<file path="config.mk">
export PLATFORM = sky130hd
export DESIGN_NAME = cascaded_counter_divisor_split_unit
export DESIGN_NICKNAME = d
export VERILOG_FILES = /design/src/sv/ccds_pkg.sv /design/src/sv/ccds_div.sv /design/src/sv/cascaded_counter_divisor_split_unit.sv
export SDC_FILE = /design/constraint.sdc
export NUM_CORES = 1
export LEC_CHECK = 0
export ABC_AREA = 1
export BUFFER_PORTS_ARGS = -buffer_cell sky130_fd_sc_hd__buf_4
export CAP_MARGIN = 20
export CORE_ASPECT_RATIO = 1.5
export CORE_UTILIZATION = 42
export DETAILED_ROUTE_END_ITERATION = 16
export MAX_ROUTING_LAYER = met4
export PLACE_DENSITY = 0.65
export SLEW_MARGIN = 20
export SYNTH_ARGS = -nofsm -noshare
export SYNTH_HDL_FRONTEND = slang
export SYNTH_SLANG_ARGS = --single-unit
</file>
<file path="constraint.sdc">
create_clock -name i_clk -period 8.2 [get_ports i_clk]
set_input_delay 1.64 -clock i_clk [delete_from_list [all_inputs] [get_ports i_clk]]
set_output_delay 1.64 -clock i_clk [all_outputs]
set_load 0.02 [all_outputs]
</file>
<file path="src/sv/ccds_pkg.sv">
// Shared types and constants for the cascaded counter divisor split unit.
package ccds_pkg;

    // Field widths.
    localparam int C_TOTAL_W = 32;
    localparam int C_CNT_W   = 16;
    localparam int C_DEN_W   = C_CNT_W + 1;
    localparam int C_STEP_W  = $clog2(C_TOTAL_W);

    // Default largest divisor a single counter can hold.
    localparam int C_COUNTER_MAX = 65535;

    // Request to the bit-serial divider.
    typedef struct packed {
        logic                 start;
        logic [C_TOTAL_W-1:0] dividend;
        logic [C_DEN_W-1:0]   divisor;
    } t_div_req;

    // Result of the bit-serial divider.
    typedef struct packed {
        logic                 done;
        logic [C_TOTAL_W-1:0] quotient;
        logic [C_DEN_W-1:0]   remainder;
    } t_div_res;

    // Sequencer states.
    typedef enum logic [2:0] {
        S_IDLE,
        S_LO_GO,
        S_LO_WAIT,
        S_RANGE,
        S_TRY_GO,
        S_TRY_WAIT,
        S_DONE
    } t_state;

endpackage

</file>
<file path="src/sv/ccds_div.sv">
// Bit-serial restoring divider: one quotient bit per cycle.
module ccds_div (
    input  logic                i_clk,
    input  logic                i_rst_n,
    input  ccds_pkg::t_div_req  i_req,
    output ccds_pkg::t_div_res  o_res
);

    logic                               r_busy;
    logic                               r_done;
    logic [ccds_pkg::C_STEP_W-1:0]      r_cnt;
    logic [ccds_pkg::C_DEN_W-1:0]       r_den;
    logic [ccds_pkg::C_DEN_W-1:0]       r_rem;
    logic [ccds_pkg::C_TOTAL_W-1:0]     r_quo;
    logic [ccds_pkg::C_DEN_W:0]         w_trial;
    logic                               w_ge;
    logic [ccds_pkg::C_DEN_W:0]         w_diff;

    // Shift in the next dividend bit and try to subtract the divisor.
    always_comb begin
        w_trial = {r_rem, r_quo[ccds_pkg::C_TOTAL_W-1]};
        w_ge    = (w_trial >= {1'b0, r_den});
        w_diff  = w_trial - {1'b0, r_den};
    end

    // Control: busy flag, step count and the done pulse.
    always_ff @(posedge i_clk) begin
        if (!i_rst_n) begin
            r_busy <= 1'b0;
            r_done <= 1'b0;
            r_cnt  <= '0;
        end else begin
            r_done <= 1'b0;
            if (i_req.start) begin
                r_busy <= 1'b1;
                r_cnt  <= '0;
            end else if (r_busy) begin
                r_cnt <= r_cnt + 1'b1;
                if (r_cnt == ccds_pkg::C_STEP_W'(ccds_pkg::C_TOTAL_W - 1)) begin
                    r_busy <= 1'b0;
                    r_done <= 1'b1;
                end
            end
        end
    end

    // Datapath: the quotient shifts into the dividend register.
    always_ff @(posedge i_clk) begin
        if (i_req.start) begin
            r_den <= i_req.divisor;
            r_rem <= '0;
            r_quo <= i_req.dividend;
        end else if (r_busy) begin
            r_rem <= w_ge ? w_diff[ccds_pkg::C_DEN_W-1:0] : w_trial[ccds_pkg::C_DEN_W-1:0];
            r_quo <= {r_quo[ccds_pkg::C_TOTAL_W-2:0], w_ge};
        end
    end

    assign o_res.done      = r_done;
    assign o_res.quotient  = r_quo;
    assign o_res.remainder = r_rem;

endmodule

</file>
<file path="src/sv/cascaded_counter_divisor_split_unit.sv">
// Top level: splits a total divisor between two cascaded counters.
//
//  Channel | Valid    | Stall    | Payload
//  --------+----------+----------+---------------------------------------------------
//  input   | i_valid  | o_stall  | i_total_divisor
//  output  | o_valid  | i_stall  | o_wide_mode, o_first_divisor, o_second_divisor,
//          |          |          | o_out_of_range
//
//  A total below COUNTER_MAX goes straight to S_DONE, then to the output register.
//  Otherwise one division by COUNTER_MAX+1 finds the lowest useful factor, then
//  each trial factor costs one full pass of the bit-serial divider, which yields
//  one quotient bit per cycle.
//  Synchronous active-low reset clears the sequencer and the output valid.
//  A new request is taken while a finished result waits; a stalled output holds.
module cascaded_counter_divisor_split_unit #(
    parameter int COUNTER_MAX = ccds_pkg::C_COUNTER_MAX
) (
    input  logic                             i_clk,
    input  logic                             i_rst_n,
    input  logic                             i_valid,
    output logic                             o_stall,
    input  logic [ccds_pkg::C_TOTAL_W-1:0]   i_total_divisor,
    output logic                             o_valid,
    input  logic                             i_stall,
    output logic                             o_wide_mode,
    output logic [ccds_pkg::C_CNT_W-1:0]     o_first_divisor,
    output logic [ccds_pkg::C_CNT_W-1:0]     o_second_divisor,
    output logic                             o_out_of_range
);

    localparam logic [ccds_pkg::C_TOTAL_W-1:0] LP_CMAX_T =
        ccds_pkg::C_TOTAL_W'(COUNTER_MAX);
    localparam logic [ccds_pkg::C_CNT_W-1:0]   LP_CMAX_C =
        ccds_pkg::C_CNT_W'(COUNTER_MAX);
    localparam logic [ccds_pkg::C_DEN_W-1:0]   LP_CMAX_DEN =
        ccds_pkg::C_DEN_W'(COUNTER_MAX + 1);

    ccds_pkg::t_state                  r_state, n_state;
    ccds_pkg::t_div_req                w_req;
    ccds_pkg::t_div_res                w_res;

    logic [ccds_pkg::C_TOTAL_W-1:0]    r_total;
    logic [ccds_pkg::C_TOTAL_W-1:0]    r_lo;
    logic [ccds_pkg::C_DEN_W-1:0]      r_f;
    logic [ccds_pkg::C_CNT_W-1:0]      r_limit;
    logic                              r_first_trial;
    logic [ccds_pkg::C_CNT_W-1:0]      r_q_lo;
    logic                              r_wide, r_oor;
    logic [ccds_pkg::C_CNT_W-1:0]      r_first, r_second;
    logic                              r_out_valid;
    logic                              r_out_wide, r_out_oor;
    logic [ccds_pkg::C_CNT_W-1:0]      r_out_first, r_out_second;

    logic                              w_accept;
    logic                              w_out_free;
    logic [ccds_pkg::C_TOTAL_W-1:0]    w_lo_raw;
    logic [ccds_pkg::C_CNT_W-1:0]      w_limit;
    logic                              w_exact;
    logic                              w_last;

    // Handshake terms.
    assign w_accept   = i_valid && !o_stall;
    assign w_out_free = !r_out_valid || !i_stall;

    // Lowest factor whose quotient fits, and the top of the search range.
    always_comb begin
        w_lo_raw = w_res.quotient + 1'b1;
        if ((r_total >> 1) > LP_CMAX_T) begin
            w_limit = LP_CMAX_C;
        end else begin
            w_limit = r_total[ccds_pkg::C_CNT_W:1];
        end
    end

    // Trial outcome.
    assign w_exact = (w_res.remainder == '0);
    assign w_last  = (r_f == {1'b0, r_limit});

    // Next state.
    always_comb begin
        n_state = r_state;
        case (r_state)
            ccds_pkg::S_IDLE: begin
                if (i_valid) begin
                    n_state = (i_total_divisor < LP_CMAX_T) ? ccds_pkg::S_DONE
                                                            : ccds_pkg::S_LO_GO;
                end
            end
            ccds_pkg::S_LO_GO: n_state = ccds_pkg::S_LO_WAIT;
            ccds_pkg::S_LO_WAIT: begin
                if (w_res.done) begin
                    n_state = ccds_pkg::S_RANGE;
                end
            end
            ccds_pkg::S_RANGE: begin
                n_state = (r_lo > {16'd0, w_limit}) ? ccds_pkg::S_DONE
                                                    : ccds_pkg::S_TRY_GO;
            end
            ccds_pkg::S_TRY_GO: n_state = ccds_pkg::S_TRY_WAIT;
            ccds_pkg::S_TRY_WAIT: begin
                if (w_res.done) begin
                    n_state = (w_exact || w_last) ? ccds_pkg::S_DONE
                                                  : ccds_pkg::S_TRY_GO;
                end
            end
            ccds_pkg::S_DONE: begin
                if (w_out_free) begin
                    n_state = ccds_pkg::S_IDLE;
                end
            end
            default: n_state = ccds_pkg::S_IDLE;
        endcase
    end

    // Sequencer outputs: input stall and the divider request.
    always_comb begin
        o_stall      = 1'b1;
        w_req.start  = 1'b0;
        w_req.dividend = r_total;
        w_req.divisor  = r_f;
        case (r_state)
            ccds_pkg::S_IDLE:  o_stall = 1'b0;
            ccds_pkg::S_LO_GO: begin
                w_req.start   = 1'b1;
                w_req.divisor = LP_CMAX_DEN;
            end
            ccds_pkg::S_TRY_GO: w_req.start = 1'b1;
            default: ;
        endcase
    end

    // State register.
    always_ff @(posedge i_clk) begin
        if (!i_rst_n) begin
            r_state <= ccds_pkg::S_IDLE;
        end else begin
            r_state <= n_state;
        end
    end

    // Search datapath and the staged result.
    always_ff @(posedge i_clk) begin
        case (r_state)
            ccds_pkg::S_IDLE: begin
                if (w_accept) begin
                    r_total  <= i_total_divisor;
                    r_wide   <= 1'b0;
                    r_oor    <= 1'b0;
                    r_first  <= i_total_divisor[ccds_pkg::C_CNT_W-1:0];
                    r_second <= '0;
                end
            end
            ccds_pkg::S_LO_WAIT: begin
                if (w_res.done) begin
                    r_lo <= (w_lo_raw < 32'd2) ? 32'd2 : w_lo_raw;
                end
            end
            ccds_pkg::S_RANGE: begin
                r_f           <= r_lo[ccds_pkg::C_DEN_W-1:0];
                r_limit       <= w_limit;
                r_first_trial <= 1'b1;
                // No factor in range: saturate.
                r_wide   <= 1'b1;
                r_oor    <= 1'b1;
                r_first  <= LP_CMAX_C;
                r_second <= LP_CMAX_C;
            end
            ccds_pkg::S_TRY_WAIT: begin
                if (w_res.done) begin
                    r_first_trial <= 1'b0;
                    if (r_first_trial) begin
                        r_q_lo <= w_res.quotient[ccds_pkg::C_CNT_W-1:0];
                    end
                    r_oor <= 1'b0;
                    if (w_exact) begin
                        r_first  <= r_f[ccds_pkg::C_CNT_W-1:0];
                        r_second <= w_res.quotient[ccds_pkg::C_CNT_W-1:0];
                    end else if (w_last) begin
                        // Fall back to the lowest factor with its truncated quotient.
                        r_first  <= r_lo[ccds_pkg::C_CNT_W-1:0];
                        r_second <= r_first_trial ?
                                    w_res.quotient[ccds_pkg::C_CNT_W-1:0] : r_q_lo;
                    end
                    r_f <= r_f + 1'b1;
                end
            end
            default: ;
        endcase
    end

    // Output register control.
    always_ff @(posedge i_clk) begin
        if (!i_rst_n) begin
            r_out_valid <= 1'b0;
        end else if (r_state == ccds_pkg::S_DONE && w_out_free) begin
            r_out_valid <= 1'b1;
        end else if (!i_stall) begin
            r_out_valid <= 1'b0;
        end
    end

    // Output register payload.
    always_ff @(posedge i_clk) begin
        if (r_state == ccds_pkg::S_DONE && w_out_free) begin
            r_out_wide   <= r_wide;
            r_out_oor    <= r_oor;
            r_out_first  <= r_first;
            r_out_second <= r_second;
        end
    end

    ccds_div u_div (
        .i_clk   (i_clk),
        .i_rst_n (i_rst_n),
        .i_req   (w_req),
        .o_res   (w_res)
    );

    assign o_valid          = r_out_valid;
    assign o_wide_mode      = r_out_wide;
    assign o_out_of_range   = r_out_oor;
    assign o_first_divisor  = r_out_first;
    assign o_second_divisor = r_out_second;

endmodule

</file>
======== After elaboration in Yosys (flattened, before gate mapping) ========
Index checks and enable logic that the tools add are counted.
cells by class
  add/subtract/negate cells ............... 4
  multiply operators ...................... 0
  divide/modulo/power cells ............... 0
  magnitude comparators ................... 5
  eq/ne operators ......................... 15
  shift-type cells ........................ 0
  multiplexer cells ....................... 38
  bitwise operators ....................... 2
  reductions and logical operators ........ 23
operators by type and width
  cell                                                              number
  two-way mux 16 bit                                                10
  one-hot mux 16 bit (3 select lines)                               2
  two-way mux 32 bit                                                2
  two-way mux 17 bit                                                2
  one-hot mux 17 bit (2 select lines)                               1
  adder 32 x 1 -> 32 bit (second input constant)                    1
  greater-than comparator 32 x 16 -> 1 bit                          1
  less-than comparator 32 x 16 -> 1 bit (second input constant)     1
  less-than comparator 32 x 2 -> 1 bit (second input constant)      1
  greater-than comparator 31 x 16 -> 1 bit (second input constant)  1
  one-hot mux 3 bit (7 select lines)                                1
  >= comparator 18 x 17 -> 1 bit                                    1
  adder 17 x 1 -> 17 bit (second input constant)                    1
  == test 17 x 16 -> 1 bit                                          1
  zero test 17 bit                                                  1
  subtractor 17 bit                                                 1
  two-way mux 3 bit                                                 5
  two-way mux 1 bit                                                 10
  AND reduction 2 bit                                               5
  == test 3 bit (second input constant)                             3
  AND reduction 4 bit                                               2
  == test 3 x 2 -> 1 bit (second input constant)                    2
  != test 2 x 1 -> 1 bit (second input constant)                    3
  != test 2 bit (second input constant)                             3
  other kinds (17)                                                  26
word-level totals
  flip-flop bits (word level) ............. 259
  bits in latches ......................... 0
  memory bits (writable) .................. 0
  memory bits (read-only) ................. 0
  bits of input ports ..................... 36
  output and inout bits ................... 36
  memories kept ........................... 0

======== Logic depth before layout (Yosys ltp) ========
Gate-level depths: netlist of the first run.
  depth after elaboration ................. 5
  depth in mapped cells ................... 17
  gate-level depth less buffers ........... 17

======== Cells and area by module ========
A second synthesis of the first run with hierarchy kept.
second synthesis, totals
  cells, all modules ...................... 1,635
  area total of the unflattened synthesis .. 13,744.4 um^2
by module, submodules not included
  module                               instances  cells each  area each (um^2)  sequential area each (um^2)
  cascaded_counter_divisor_split_unit  1          1,092       9,584.2           5,545.3
  ccds_div                             1          543         4,160.2           1,951.9

======== Least setup slack after synthesis of the first run ========
Ideal clock, no wire load.
  kind .................................... input-to-reg
  from .................................... in i_stall
  to ...................................... reg r_out_first, in the netlist o_first_divisor[0] (enable)
  library setup time ...................... 0.425 ns
  data arrival time ....................... 3.209 ns
  slack ................................... 4.566 ns
  stages .................................. 3
  path through ............................ nand2_1 inv_1 nor2_1
on the way
  cells in the longest elaborated chain, start to end .. 3
RTL lines
  element               line                                        text
  start, declared       cascaded_counter_divisor_split_unit.sv:24   input logic i_stall,
  zero test 1 bit       --
  logical OR 1 bit      cascaded_counter_divisor_split_unit.sv:63   assign w_out_free = !r_out_valid || !i_stall;
  logical AND 1 bit     cascaded_counter_divisor_split_unit.sv:204  if (r_state == ccds_pkg::S_DONE && w_out_free) begin
  end signal, assigned  cascaded_counter_divisor_split_unit.sv:207  r_out_first <= r_first;
  end, declared         cascaded_counter_divisor_split_unit.sv:52   logic [ccds_pkg::C_CNT_W-1:0] r_out_first, r_out_second;
Every way passes these cells.
A chain may end at the register's enable or synchronous reset.

======== Worst setup path in the final report of the first run ========
  from .................................... reg r_total[30] (netlist name)
  to ...................................... reg r_state[1]
on the way
  cells in the longest elaborated chain, start to end .. 5
RTL lines
  element                                   line                                        text
  start, declared                           cascaded_counter_divisor_split_unit.sv:42   logic [ccds_pkg::C_TOTAL_W-1:0] r_total;
  start signal, assigned                    cascaded_counter_divisor_split_unit.sv:146  r_total <= i_total_divisor;
  greater-than comparator 31 x 16 -> 1 bit  cascaded_counter_divisor_split_unit.sv:68   if ((r_total >> 1) > LP_CMAX_T) begin
  two-way mux 16 bit                        cascaded_counter_divisor_split_unit.sv:68
  named net w_limit, one bit                cascaded_counter_divisor_split_unit.sv:57   logic [ccds_pkg::C_CNT_W-1:0] w_limit;
  greater-than comparator 32 x 16 -> 1 bit  cascaded_counter_divisor_split_unit.sv:96   n_state = (r_lo > {16'd0, w_limit}) ? ccds_pkg::S_DONE
  two-way mux 2 bit                         cascaded_counter_divisor_split_unit.sv:96
  one-hot mux 3 bit (7 select lines)        cascaded_counter_divisor_split_unit.sv:82   case (r_state)
  end signal, assigned                      cascaded_counter_divisor_split_unit.sv:135  r_state <= ccds_pkg::S_IDLE;
  end signal, assigned                      cascaded_counter_divisor_split_unit.sv:137  r_state <= n_state;
  end, declared                             cascaded_counter_divisor_split_unit.sv:38   ccds_pkg::t_state r_state, n_state;
The timed path passes the listed nets, and every way through them passes these cells.

==> flow_metrics.env, run 1 <==
export IMPL_outcome="completed"
export IMPL_grt_pass1_wl_mm=52.8
export IMPL_layout_drive_gt1_share_pct=10.2
export IMPL_hp_class="flop to flop"
export IMPL_synth_largest_area_cell="edfxtp_1"
export IMPL_synthDistinctLibCells=40
export IMPL_final_cell_area_sq_um=15000
export IMPL_cap_violations=0
export IMPL_final_cell_mix="nand2_1, edfxtp_1, nor2_1"
export IMPL_fmax_mhz=308
export IMPL_grt_max_degree=82
export IMPL_port_buffers=71
export IMPL_grt_antenna_before_repair=0
export IMPL_route_detailed_drc=0
export IMPL_drtAntennaViolNets=0
export IMPL_synth_seq_cells=259
export IMPL_postCtsSetupBuffers=0
export IMPL_firstDrtPassIters=8
export IMPL_dieArea_sq_um=31700
export IMPL_worstMarginPinSlew_ns=1.04
export IMPL_drt_iter0_drc=733
export IMPL_power_mw=5.05
export IMPL_track_usage_pct=22.4
export IMPL_cts_root_buf="clkbuf_16"
export IMPL_cts_tree="done"
export IMPL_area_growth_pct=15.2
export IMPL_cp_cell_sequence="nor4_1 > nand4_1 > or2_2 > ha_1 > inv_1 > nand2_1 > nand2_1 > nand2_1 > nand2_1 > nand2_1 > nand2_1 > nand2_1 > nand3_1 > nand3_1 > nand3_1 > nand2_1 > a21oi_1"
export IMPL_p_sw_mw=1.88
export IMPL_skew_ns=0.0114
export IMPL_rsz0062_at_grt="no"
export IMPL_synthCells=1444
export IMPL_hpwl_mm=25.0
export IMPL_final_hold_viol_count=0
export IMPL_switching_share_pct=37.1
export IMPL_required_ns=8.68
export IMPL_setup_violations=0
export IMPL_cts_made_buffers=27
export IMPL_slew_headroom_pct=30.4
export IMPL_ys_seq_area_share_pct=57.6
export IMPL_die_x_um=146
export IMPL_leakagePower_nw=6.20
export IMPL_cp_arrival_ns=3.73
export IMPL_clk_latency_ns=0.55
export IMPL_fin_crit_sh_pct=39.6
export IMPL_yosys_area_top_type_share_pct=53.3
export IMPL_vias=9889
export IMPL_die_y_um=218
export IMPL_seqPwrFrac_pct=41.6
export IMPL_synth_area_top_cells="edfxtp_1, nand2_1, nor2_1"
export IMPL_place_gp_congestion=0.961
export IMPL_final_common_cell="nand2_1"
export IMPL_report_final_slew_viol_count=0
export IMPL_final_util_pct=49.4
export IMPL_whs_ns=0.414
export IMPL_pwr_share_clk_pct=27.2
export IMPL_routed_wl_mm=33.7
export IMPL_clockBufferDepth=3
export IMPL_pwr_share_comb_pct=31.3
export IMPL_cp_slowest_stage_delay_ns=0.77
export IMPL_htree_levels=1
export IMPL_synth_nets=1518
export IMPL_cp_end_kind="flop"
export IMPL_rows=78
export IMPL_num_antenna_cells=0
export IMPL_finalSetupTns_ns=0
export IMPL_grt_overflow_total=0
export IMPL_num_nets_final=1590
export IMPL_netlist_area_sq_um=13000
export IMPL_layout_min_cycle_time_ns=3.25
export IMPL_slowest_stage="nand4_1"
export IMPL_worstSetupPathType="flop to flop"
export IMPL_ys_warn_count=0
export IMPL_crit_top_cell="nand2_1"
export IMPL_core_sq_um=30400
export IMPL_cts_resized=0
export IMPL_intPower_mw=3.18
export IMPL_grt_pass1_vias=9744
export IMPL_clkTransAtPathRegs_ns=0.06
export IMPL_ir_drop_mv=0.205
export IMPL_critPathMaxFanout=16
export IMPL_powerDensity_nw_per_um2=337
export IMPL_clock_sinks=259
export IMPL_postCtsHoldBufs=0
export IMPL_start_kind="flop"
export IMPL_avgSynthCellArea_sq_um=9.02
export IMPL_routedWlPerCell_um=17.4
export IMPL_placed_area_sq_um=14000
export IMPL_ios=72
export IMPL_start_util_pct=42.9
export IMPL_via_per_inst=5.11
cell families after synthesis:
| kind of cell | count (synthesis) | share of synthesized area (%) |
|---|---|---|
| AND/OR/NAND/NOR | 682 | 21.4 |
| XOR/XNOR | 32 | 2.15 |
| multiplexers | 1 | 0.0865 |
| AO/OA/AOI/OAI | 215 | 8.56 |
| buffers and inverters | 217 | 6.51 |
| flip-flops | 259 | 57.6 |
| adder cells (fa/ha/maj) | 38 | 3.71 |
critical path: cells and delay by family, from the launching register on:
family / cells / cell delay [ns]
AOI/OAI and AO/OA: 1 / 0.10
buffers and inverters: 1 / 0.05
adders and majority gates: 1 / 0.19
and+or+nand+nor: 14 / 2.46
DFF: 1 / 0.38
routing by layer:
metal	part of all wire [%]	up-vias	wire length (um)	track usage, %
li1	-	4910	-	-
met1	38	4603	12800	24.2
met2	53	298	18000	41.9
met3	5.0	78	1700	2.15
met4	3.7	0	1250	9.26
met5	0	-	0	-
final timing paths:
| path | cells past startpoint | to | slack [ns] | start |
|---|---|---|---|---|
| min reg2reg | 0 | o_second_divisor[11] | 0.41 | r_second[11] |
| max reg2reg | 17 | r_state[1] | 4.95 | r_total[30] |
| min | 0 | o_second_divisor[11] | 0.41 | r_second[11] |
| max | 17 | r_state[1] | 4.95 | r_total[30] |
state kept, by name, indices dropped and copies added, names as in the netlist, 3 cells and up:
register          flops
r_lo                 32
r_total              32
u_div.r_quo          32
r_f                  17
u_div.r_den          17
u_div.r_rem          17
o_first_divisor      16
o_second_divisor     16
r_first              16
r_limit              16
r_q_lo               16
r_second             16
u_div.r_cnt           5
r_state               3
power groups by stage:
stage          clock [mW]  combinational, mW  sequential [mW]
2_1_floorplan           0               1.09             2.04
3_3_place_gp            0               1.53             2.12
3_5_place_dp            0               1.53             2.12
4_1_cts              1.40               1.54             2.10
5_1_grt              1.45               1.78             2.13
6_report             1.37               1.58             2.10
cells in the mapped netlist:
master and number:
buf_2 9, nand4_2 1, nand2_2 4, buf_1 5
buf_4 6, xor2_1 24, clkbuf_1 20, o31ai_1 3
mux2_2 1, ha_1 37, dfxtp_1 28, and3_1 1
o21ai_1 1, o21bai_1 1, o21ai_0 113, nor2_4 2
a21o_1 2, nor2_1 198, nand3_2 1, nor2_2 10
or2_2 3, a21oi_1 85, nand2_1 376, nor3b_2 1
xnor2_1 8, nand3_1 49, nor3_2 1, inv_1 175
nor3b_1 1, fa_1 1, nor3_1 10, nor4_1 3
o211ai_1 8, inv_2 2, nand3b_1 1, o22ai_1 1
nand4_1 19, o21a_1 1, and2_1 1, edfxtp_1 231
final cells by class:
type / count / area (sq um)
multi-input cells: 968 / 4700
well taps: 400 / 500
clock buffers: 28 / 679
fillers: 2809 / 15400
repair buffers: 83 / 641
clock inverters: 22 / 318
flip-flops and latches: 259 / 7500
inverters: 177 / 664
stage by stage:
step	setup slack [ns]	std cells
floorplan	4.57	1444
global placement	4.97	1886
detailed placement	4.93	1886
CTS	4.90	1936
global route	4.73	1937
finish	4.95	1937
No activity file was read; power rests on OpenSTA's default activity.
==> run 2, diff against run 1 <==
- PLACE_DENSITY: 0.65 -> 0.68
- clock period: 8.2 -> 2.7 ns (I/O delays scaled with it)
==> flow_metrics.env, run 2 (synthesized netlist as in run 1, its figures left out) <==
export IMPL_setup_violations=0
export IMPL_cap_violations=0
export IMPL_postCtsHoldBufs=0
export IMPL_use_met3_pct=2.28
export IMPL_grt_antenna_before_repair=0
export IMPL_grt_overflow_total=0
export IMPL_rows=78
export IMPL_layout_min_cycle_time_ns=2.53
export IMPL_clock_sinks=259
export IMPL_hpwl_mm=25.6
export IMPL_place_gp_congestion=0.973
export IMPL_worstMarginPinSlew_ns=0.868
export IMPL_area_growth_pct=15.9
export IMPL_required_ns=3.17
export IMPL_grt_pass1_wl_mm=53.3
export IMPL_grt_use_met2_pct=41.5
export IMPL_dieArea_sq_um=31700
export IMPL_busiest_layer="met2"
export IMPL_routedWlPerCell_um=17.3
export IMPL_start_util_pct=42.9
export IMPL_layout_drive_gt1_share_pct=11.6
export IMPL_register_area_sq_um=7500
export IMPL_fin_crit_sh_pct=93.7
export IMPL_cp_slowest_stage_delay_ns=0.40
export IMPL_die_x_um=146
export IMPL_grt_pass1_vias=10200
export IMPL_vias=10100
export IMPL_finalSetupTns_ns=0
export IMPL_drtAntennaViolNets=0
export IMPL_ios=72
export IMPL_leakagePower_nw=6.25
export IMPL_slowest_stage="edfxtp_1"
export IMPL_die_y_um=218
export IMPL_final_common_cell="nand2_1"
export IMPL_via_per_inst=5.16
export IMPL_start_kind="flop"
export IMPL_cts_made_buffers=26
export IMPL_placed_area_sq_um=14200
export IMPL_final_hold_viol_count=0
export IMPL_power_mw=15.2
export IMPL_final_cell_area_sq_um=15100
export IMPL_rrSetupSlack_ns=0.17
export IMPL_port_buffers=71
export IMPL_clk_latency_ns=0.55
export IMPL_cp_cell_sequence="nor4_2 > nand4_1 > buf_4 > or2_2 > ha_1 > inv_1 > nand2_1 > nand2_1 > nand2_1 > nand2_1 > nand2_1 > nand2_1 > nand2_1 > nand3_1 > nand3_1 > nand3_1 > nand2_1 > a21oi_1"
export IMPL_dpl_cell_count=1909
export IMPL_outcome="completed"
export IMPL_cp_end_kind="flop"
export IMPL_cts_root_buf="clkbuf_16"
export IMPL_cts_tree="done"
export IMPL_routed_wl_mm=33.9
export IMPL_drt_iter0_drc=581
export IMPL_fmax_mhz=395
export IMPL_num_nets_final=1611
export IMPL_worstSetupPathType="flop to flop"
export IMPL_rsz0062_at_grt="no"
export IMPL_multi_input_area_sq_um=4720
export IMPL_powerDensity_nw_per_um2=1010
export IMPL_stdcell_count=1955
export IMPL_critPathMaxFanout=16
export IMPL_final_cell_mix="nand2_1, edfxtp_1, nor2_1"
export IMPL_grt_use_met1_pct=24.4
export IMPL_num_antenna_cells=0
export IMPL_track_usage_pct=22.5
export IMPL_ir_drop_mv=0.588
export IMPL_path_delay_family="simple AND/OR/NAND/NOR gates"
export IMPL_critical_path_buf_inv_count=2
export IMPL_firstDrtPassIters=5
export IMPL_cp_arrival_ns=3.00
export IMPL_grt_max_degree=82
export IMPL_crit_top_cell="nand2_1"
export IMPL_top_regs="r_lo x32, r_total x32, u_div.r_quo x32"
export IMPL_hp_class="input port to flop"
export IMPL_clkTransAtPathRegs_ns=0.07
export IMPL_clockBufferDepth=3
export IMPL_slew_headroom_pct=42.1
export IMPL_report_final_slew_viol_count=0
export IMPL_nFillCells=2799
export IMPL_htree_levels=1
export IMPL_core_sq_um=30400
export IMPL_skew_ns=0.0233
export IMPL_route_detailed_drc=0
==> run 2: cell types whose count changed in the layout (fill, tap and decap cells not counted), sizes merged <==
cell	previous run	this run
clkinvlp	1	3
bufinv	8	4
buf	82	105
clkbuf	29	30
inv	178	177
clkinv	12	9
==> run 2: what timing repair did <==
item / in CTS / in global routing
setup buffers: 0 / 0
resized for setup: 0 / 2
setup endpoints to repair: 0 / 1
==> run 2: area by class of cell <==
type | count | area share [%]
Tap cell | 400 | 3.32
Inverter | 177 | 4.43
Timing Repair Buffer | 105 | 5.39
Clock inverter | 16 | 1.37
Sequential cell | 259 | 49.7
Multi-Input combinational cell | 968 | 31.3
Clock buffer | 30 | 4.54
==> run 2: power breakdown <==
part	total [mW]	internal [mW]	switching [mW]	leakage [nW]
Sequential	6.35	5.74	0.606	2.35
Clock	3.78	2.21	1.57	0.435
Combinational	5.03	1.44	3.59	3.47
Total	15.2	9.39	5.77	6.25
==> run 2: routing by layer <==
| metal | part of all wire (%) | up-vias |
|---|---|---|
| met4 | 4.1 | 0 |
| li1 | - | 4964 |
| met3 | 5.1 | 89 |
| met5 | 0 | - |
| met1 | 38 | 4696 |
| met2 | 53 | 337 |
==> run 2: path summary, 6_finish.rpt <==
path                                           from                   to  depth (start not counted)
worst max-delay path                    r_total[30]           r_state[1]                         18
worst min-delay path            i_total_divisor[18]          r_total[18]                          1
worst max register to register          r_total[30]           r_state[1]                         18
worst min register to register          r_first[12]  o_first_divisor[12]                          0
==> run 2: stage by stage <==
stage                     hold WS, ns  setup slack (ns)  utilization, %
final                           0.182             0.170            49.7
after global placement          0.404             0.137            46.7
after floorplan                 0.400            0.0729               -
after detailed placement        0.405             0.102            46.7
after global routing            0.160            0.0122            49.7
after CTS                       0.155            0.0760            49.7
